===== src/mmvp_ram.sv =====
// ----------------------------------------------------------------------------
// mmvp_ram
// Generic single-write, single-read RAM with a registered read port.
// ----------------------------------------------------------------------------
module mmvp_ram #(
  parameter int unsigned Width = 8,
  parameter int unsigned Depth = 16
) (
  input  logic                                  clk_i,
  input  logic                                  we_i,
  input  logic [(Depth > 1 ? $clog2(Depth) : 1)-1:0] waddr_i,
  input  logic [Width-1:0]                      wdata_i,
  input  logic                                  re_i,
  input  logic [(Depth > 1 ? $clog2(Depth) : 1)-1:0] raddr_i,
  output logic [Width-1:0]                      rdata_o
);

  logic [Width-1:0] mem_q [Depth];
  logic [Width-1:0] rdata_q;

  always_ff @(posedge clk_i) begin
    if (we_i) begin
      mem_q[waddr_i] <= wdata_i;
    end
    if (re_i) begin
      rdata_q <= mem_q[raddr_i];
    end
  end

  assign rdata_o = rdata_q;

endmodule


===== config.mk =====
export PLATFORM = sky130hd
export DESIGN_NAME = mmvp_ram
export DESIGN_NICKNAME = d
export VERILOG_FILES = /design/src/mmvp_ram.sv
export SDC_FILE = /design/constraint.sdc
export NUM_CORES = 1
export LEC_CHECK = 0
export ABC_AREA = 1
export BUFFER_PORTS_ARGS = -buffer_cell sky130_fd_sc_hd__buf_4
export CORE_UTILIZATION = 40
export CTS_CLUSTER_DIAMETER = 80
export DETAILED_ROUTE_END_ITERATION = 12
export PLACE_DENSITY = 0.56
export SKIP_LAST_GASP = 1
export SYNTH_ARGS = -nofsm -noshare
export SYNTH_HDL_FRONTEND = slang
export SYNTH_SLANG_ARGS = --single-unit

===== constraint.sdc =====
create_clock -name clk_i -period 1.1 [get_ports clk_i]
set_clock_uncertainty 0.05 [all_clocks]
set_input_delay 0 -clock clk_i [delete_from_list [all_inputs] [get_ports clk_i]]
set_output_delay 0 -clock clk_i [all_outputs]
set_load 0.05 [all_outputs]

## Yosys cells after proc, flatten, opt, wreduce, memory -nomap -nowiden

Memory sizes are Yosys's and may differ from the RTL's. A register that Yosys moved wholly into a read port is not among the register bits.
Index checks and enable logic that the tools add are counted.

- Equal/unequal tests: 0
- Reductions and logical operators: 0
- Multiplexer cells: 2
- Divide/modulo/power cells: 0
- Add/sub/neg operators: 0
- Bitwise gates (word level): 0
- Shift operators: 0
- Order comparisons: 0
- Multipliers: 0

Operators with widths:

| operator | number |
|---|---|
| 1-bit 2-to-1 mux | 2 |

- Output and inout bits: 8
- Flip-flop bits (word level): 0
- Memories kept: 1
- Memory bits (read-only): 0
- Memory bits (writable): 128
- Bits in latches: 0
- Input port bits: 19
- Logic and storage cells: 3

Memories:

| name | words | bits a word | rd ports | clocked after memory_dff | wr ports | line | source |
|---|---|---|---|---|---|---|---|
| mem_q | 16 | 8 | 1 | 1 | 1 | 18 | `logic [Width-1:0] mem_q [Depth];` |

## Depth between registers and ports, before layout

Gate-level depths: netlist of the first run.

- Word-level depth: 2
- Gate-level depth with buffers: 8
- Mapped depth without buffers: 7

## Worst setup path before layout of the first run

Ideal clock, no wire load.

- Path type: input to register
- Start point: input waddr_i[3] (netlist name)
- End point: memory mem_q[4][0] (enable)
- Slack: 0.099 ns
- Data arrival time: 0.581 ns
- Library setup time: 0.370 ns
- Required time: 0.680 ns
- Stages on the path: 2
- Buffers on the path: 0
- Cell sequence: nand3b_1 -> nor2_1

RTL lines:

| what | line | source |
|---|---|---|
| from (decl) | 11 | `input logic [(Depth > 1 ? $clog2(Depth) : 1)-1:0] waddr_i,` |
| to (decl) | 18 |  |

No word-level cell before the write port.

==> reports/qor.csv, run 1 <==
metric;value;unit
status;finished, violations left;
failed_checks;negative setup slack;
start_util;41.5;%
place_ws;-0.273;ns
htreeDepth;4;
die_h;123;um
maxCapViolations;0;
io_pins;27;
layout_commonest_cell;nand2_1;
avgSynthCellArea;10.6;um^2
grt_pass1_vias;3776;
detail-route-antenna-nets;0;
worstSetupStartpointType;flip-flop;
clkTransAtPathRegs;0.06;ns
antenna_found_initial;0;
root_buffer;clkbuf_16;
dr.pass1.iters;4;
yosys.cell_types.count;11;
worstHoldPathType;in -> reg;
grt_max_degree;57;
track_usage;20.6;%
n_antenna_cell;0;
wirelength;13.9;mm
worstSetupEndpointType;flip-flop;
cts_buffers;17;
yosysWarnings;0;
layout-drive-gt1-share;18.4;%
final_cell_mix;nand2_1 (168), edfxtp_1 (136), inv_1 (100);
period_minus_slack;1.14;ns
slew_headroom;51.5;%
io_buffers;26;
grt_setup_unrepaired;true;
num_rows;43;
startpoint;mem_q[9][1];
clk-insertion-delay-late;0.42;ns
cellPowerDensity;1620;nW/um^2
place_hpwl;8.11;mm
tightest_slew;0.728;ns
fin_crit_sh;103;%
worstPathRequired;1.22;ns
worst_slack;-0.0358;ns
die_area;15100;um^2
drt_iter0_drc;290;
wire_per_inst;17.4;um
cts_sinks;136;
tritoncts;yes;
viasPerCell;4.87;
worstPathArrival;1.26;ns
maxClockFrequency;880;MHz
die_x;123;um
fin_nets;628;
hold_viol_final;0;
synth_seq_cells;136;
syn_inst;551;
syn_nets;570;
place_congestion;0.781;
overflow;0;
cp_max_fo;1;
timing.hold.ws;0.157;ns
coreArea;14100;um^2
leakagePower;0.00306;uW
grt_pass1_wl;21.7;mm
clk_path_buf_depth;2;
finalPower;11500;uW
syn_area;5850;um^2
maxSlewViolCount;0;
ys_seq_area_share;69.8;%
fillers;1266;
worstReg2RegStart;mem_q[9][1];
final-setup-viol-count;6;
min_from;raddr_i[2];
area_growth;22.0;%
cts_setup_buffers;0;
peakVddDrop;0.00105;V
vias;3899;
drcViolationCount;0;
worst-setup-path-type;reg -> reg;
-- flip-flops by register name, indices dropped and copies added, names as in the netlist --
signal	flops
rdata_o	8
mem_q	128
-- path summary, 6_finish.rpt --
| kind | end | slack [ns] | depth (start not counted) |
|---|---|---|---|
| worst max-delay path | rdata_o[1] | -0.04 | 6 |
| worst min-delay path | rdata_o[0] | 0.16 | 6 |
| worst max register to register | rdata_o[1] | -0.04 | 6 |
| worst min register to register | rdata_o[2] | 0.71 | 6 |
-- report_power, final --
group / switching [uW] / internal [uW]
sequential: 30.7 / 5840
clock: 1930 / 2790
combinational: 642 / 311
total: 2600 / 8940
-- synth_stat cells --
| cell type | count | area (um^2) |
|---|---|---|
| buf_1 | 1 | 3.75 |
| buf_6 | 6 | 67.6 |
| buf_2 | 13 | 65.1 |
| nand3_1 | 97 | 485 |
| inv_1 | 100 | 375 |
| buf_4 | 4 | 30.0 |
| edfxtp_1 | 136 | 4080 |
| nand2_1 | 173 | 649 |
| nor2_1 | 17 | 63.8 |
| nand3b_1 | 2 | 15.0 |
| inv_2 | 2 | 7.51 |
-- stage by stage --
step / area (um^2) / utilization (%) / setup TNS [ns] / std cells
finish: 7130 / 50.6 / -0.115 / 800
global route: 7130 / 50.6 / -0.651 / 800
CTS: 7040 / 50.0 / -0.103 / 799
detailed placement: 6350 / 45.0 / -1.64 / 759
global placement: 6350 / 45.0 / -1.45 / 759
floorplan: 5850 / - / 0 / 551
-- cells by family after synthesis --
kind of cell           count (synthesis)  synth area share, %
AND/OR/NAND/NOR                      289                 20.8
buffers and inverters                126                 9.39
flip-flops                           136                 69.8
-- layer usage --
layer  GRT usage [%]  up-vias  wire, um
li1                -     1893         -
met3            4.15       20       743
met2            29.8      113      6340
met4            10.8        0       310
met1            29.4     1873      6520
met5               0        -         0
-- critical path, cell delays in order, from the launching register on --
cell	delay, ns
edfxtp_1	0.37
inv_1	0.06
nand2_1	0.04
nand3_1	0.09
nand3_2	0.13
nand3_2	0.10
nand2_1	0.05
-- what timing repair did --
action,CTS,global route
pin swaps,14,20
setup endpoints to repair,8,9
gates resized for setup,24,18
hold buffers,10,1
hold endpoints to repair,144,4
cloned,0,0
-- final cells by class --
class / instances / area (um^2) / area share [%]
clock buffers: 22 / 444 / 6.23
inverters: 102 / 383 / 5.37
multi-input cells: 289 / 1410 / 19.8
flip-flops and latches: 136 / 4080 / 57.3
well taps: 180 / 225 / 3.16
clock inverters: 8 / 33.8 / 0.474
repair buffers: 63 / 554 / 7.77
No activity file was read; power rests on OpenSTA's default activity.
==> run 2, diff against run 1 <==
--- a/config.mk
+++ b/config.mk
@@ -11,6 +11,7 @@
 export CTS_CLUSTER_DIAMETER = 80
 export DETAILED_ROUTE_END_ITERATION = 12
 export PLACE_DENSITY = 0.56
+export SETUP_SLACK_MARGIN = 0.1
 export SKIP_LAST_GASP = 1
 export SYNTH_ARGS = -nofsm -noshare
 export SYNTH_HDL_FRONTEND = slang
==> reports/qor.csv, run 2 (synthesis gave the netlist of run 1 again) <==
metric;value;unit
die_x;123;um
cp_max_fo;1;
place_ws;-0.273;ns
worst_slack;-0.0304;ns
worstPathArrival;1.25;ns
use_met1;29.3;%
maxSlewViolCount;0;
clk_path_buf_depth;2;
cts_buffers;17;
die_h;123;um
overflow;0;
peakVddDrop;0.00104;V
cellPowerDensity;1610;nW/um^2
num_rows;43;
worstHoldPathType;in -> reg;
fin_util;50.8;%
grt.met2_usage;30.0;%
io_pins;27;
slew_headroom;53.4;%
worstPathRequired;1.22;ns
clkTransAtPathRegs;0.05;ns
maxCapViolations;0;
drt_iter0_drc;313;
grt_max_degree;57;
fin_nets;627;
root_buffer;clkbuf_16;
place_hpwl;8.11;mm
hold_viol_final;5;
n_antenna_cell;0;
viasPerCell;4.91;
final_cell_mix;nand2_1 (168), edfxtp_1 (136), inv_1 (100);
max_flop_register;mem_q;
period_minus_slack;1.13;ns
worst-setup-path-type;reg -> reg;
leakagePower;0.00307;uW
tritoncts;yes;
dr.pass1.iters;6;
drcViolationCount;0;
layout_commonest_cell;nand2_1;
top_usage_layer;met2;
worstSetupEndpointType;flip-flop;
wirelength;13.9;mm
layout-drive-gt1-share;18.7;%
failed_checks;negative hold slack, negative setup slack;
grt_pass1_wl;21.7;mm
vias;3920;
final-setup-viol-count;7;
antenna_found_initial;0;
grt_setup_unrepaired;true;
start_util;41.5;%
timing.hold.ws;-0.0321;ns
track_usage;20.7;%
worstSetupStartpointType;flip-flop;
cts_setup_buffers;0;
wire_per_inst;17.5;um
coreArea;14100;um^2
die_area;15100;um^2
htreeDepth;4;
status;finished, violations left;
fin_crit_sh;103;%
area_growth;22.4;%
tightest_slew;0.697;ns
grt_use_met3;4.15;%
maxClockFrequency;885;MHz
hold_buffers;10;
cts_sinks;136;
io_buffers;26;
largest_reg_flops;128;
detail-route-antenna-nets;0;
clk-insertion-delay-late;0.42;ns
place_congestion;0.781;
grt_pass1_vias;3771;
[run 2: per-stage QoR]
step | cell area [um^2] | setup TNS (ns) | std cells | total power [uW]
after global placement | 6350 | -1.45 | 759 | 6820
after floorplan | 5850 | 0 | 551 | 6470
after CTS | 7090 | -0.104 | 799 | 11600
after global routing | 7160 | -0.650 | 799 | 12000
final | 7160 | -0.110 | 799 | 11600
after detailed placement | 6350 | -1.64 | 759 | 6840
[run 2: cell type report]
type / count / area, um^2
clock buffers: 22 / 444
flip-flops and latches: 136 / 4080
clock inverters: 8 / 33.8
fillers: 1261 / 6940
well taps: 180 / 225
repair buffers: 62 / 571
inverters: 102 / 383
multi-input cells: 289 / 1420
[run 2: timing repair]
action                                 CTS  global route
pin swaps                               15            19
resized for setup                       35            16
setup endpoints to repair               16            16
endpoints found under the hold margin  144             4
[run 2: where the power goes]
part / total (uW) / switching, uW / internal, uW / leakage (uW)
logic: 966 / 643 / 323 / 0.00160
clock network: 4720 / 1930 / 2790 / 0.000235
registers: 5880 / 34.6 / 5840 / 0.00124
[run 2: path summary, 6_finish.rpt]
path,depth (start not counted),end,start,slack [ns]
worst max-delay path,6,rdata_o[1],mem_q[9][1],-0.03
worst min register to register,6,rdata_o[2],mem_q[6][2],0.71
worst max register to register,6,rdata_o[1],mem_q[9][1],-0.03
worst min-delay path,3,rdata_o[6],raddr_i[3],-0.03
[run 2: routing by layer]
| metal | up-vias | wire (um) |
|---|---|---|
| met4 | 0 | 321 |
| li1 | 1890 | - |
| met1 | 1895 | 6570 |
| met3 | 22 | 666 |
| met2 | 113 | 6390 |
| met5 | - | 0 |
[run 2: critical path: stages (launching register included)]
cell,delay (ns)
edfxtp_1,0.37
inv_1,0.06
nand2_1,0.04
nand3_1,0.09
nand3_2,0.13
nand3_2,0.10
nand2_1,0.05
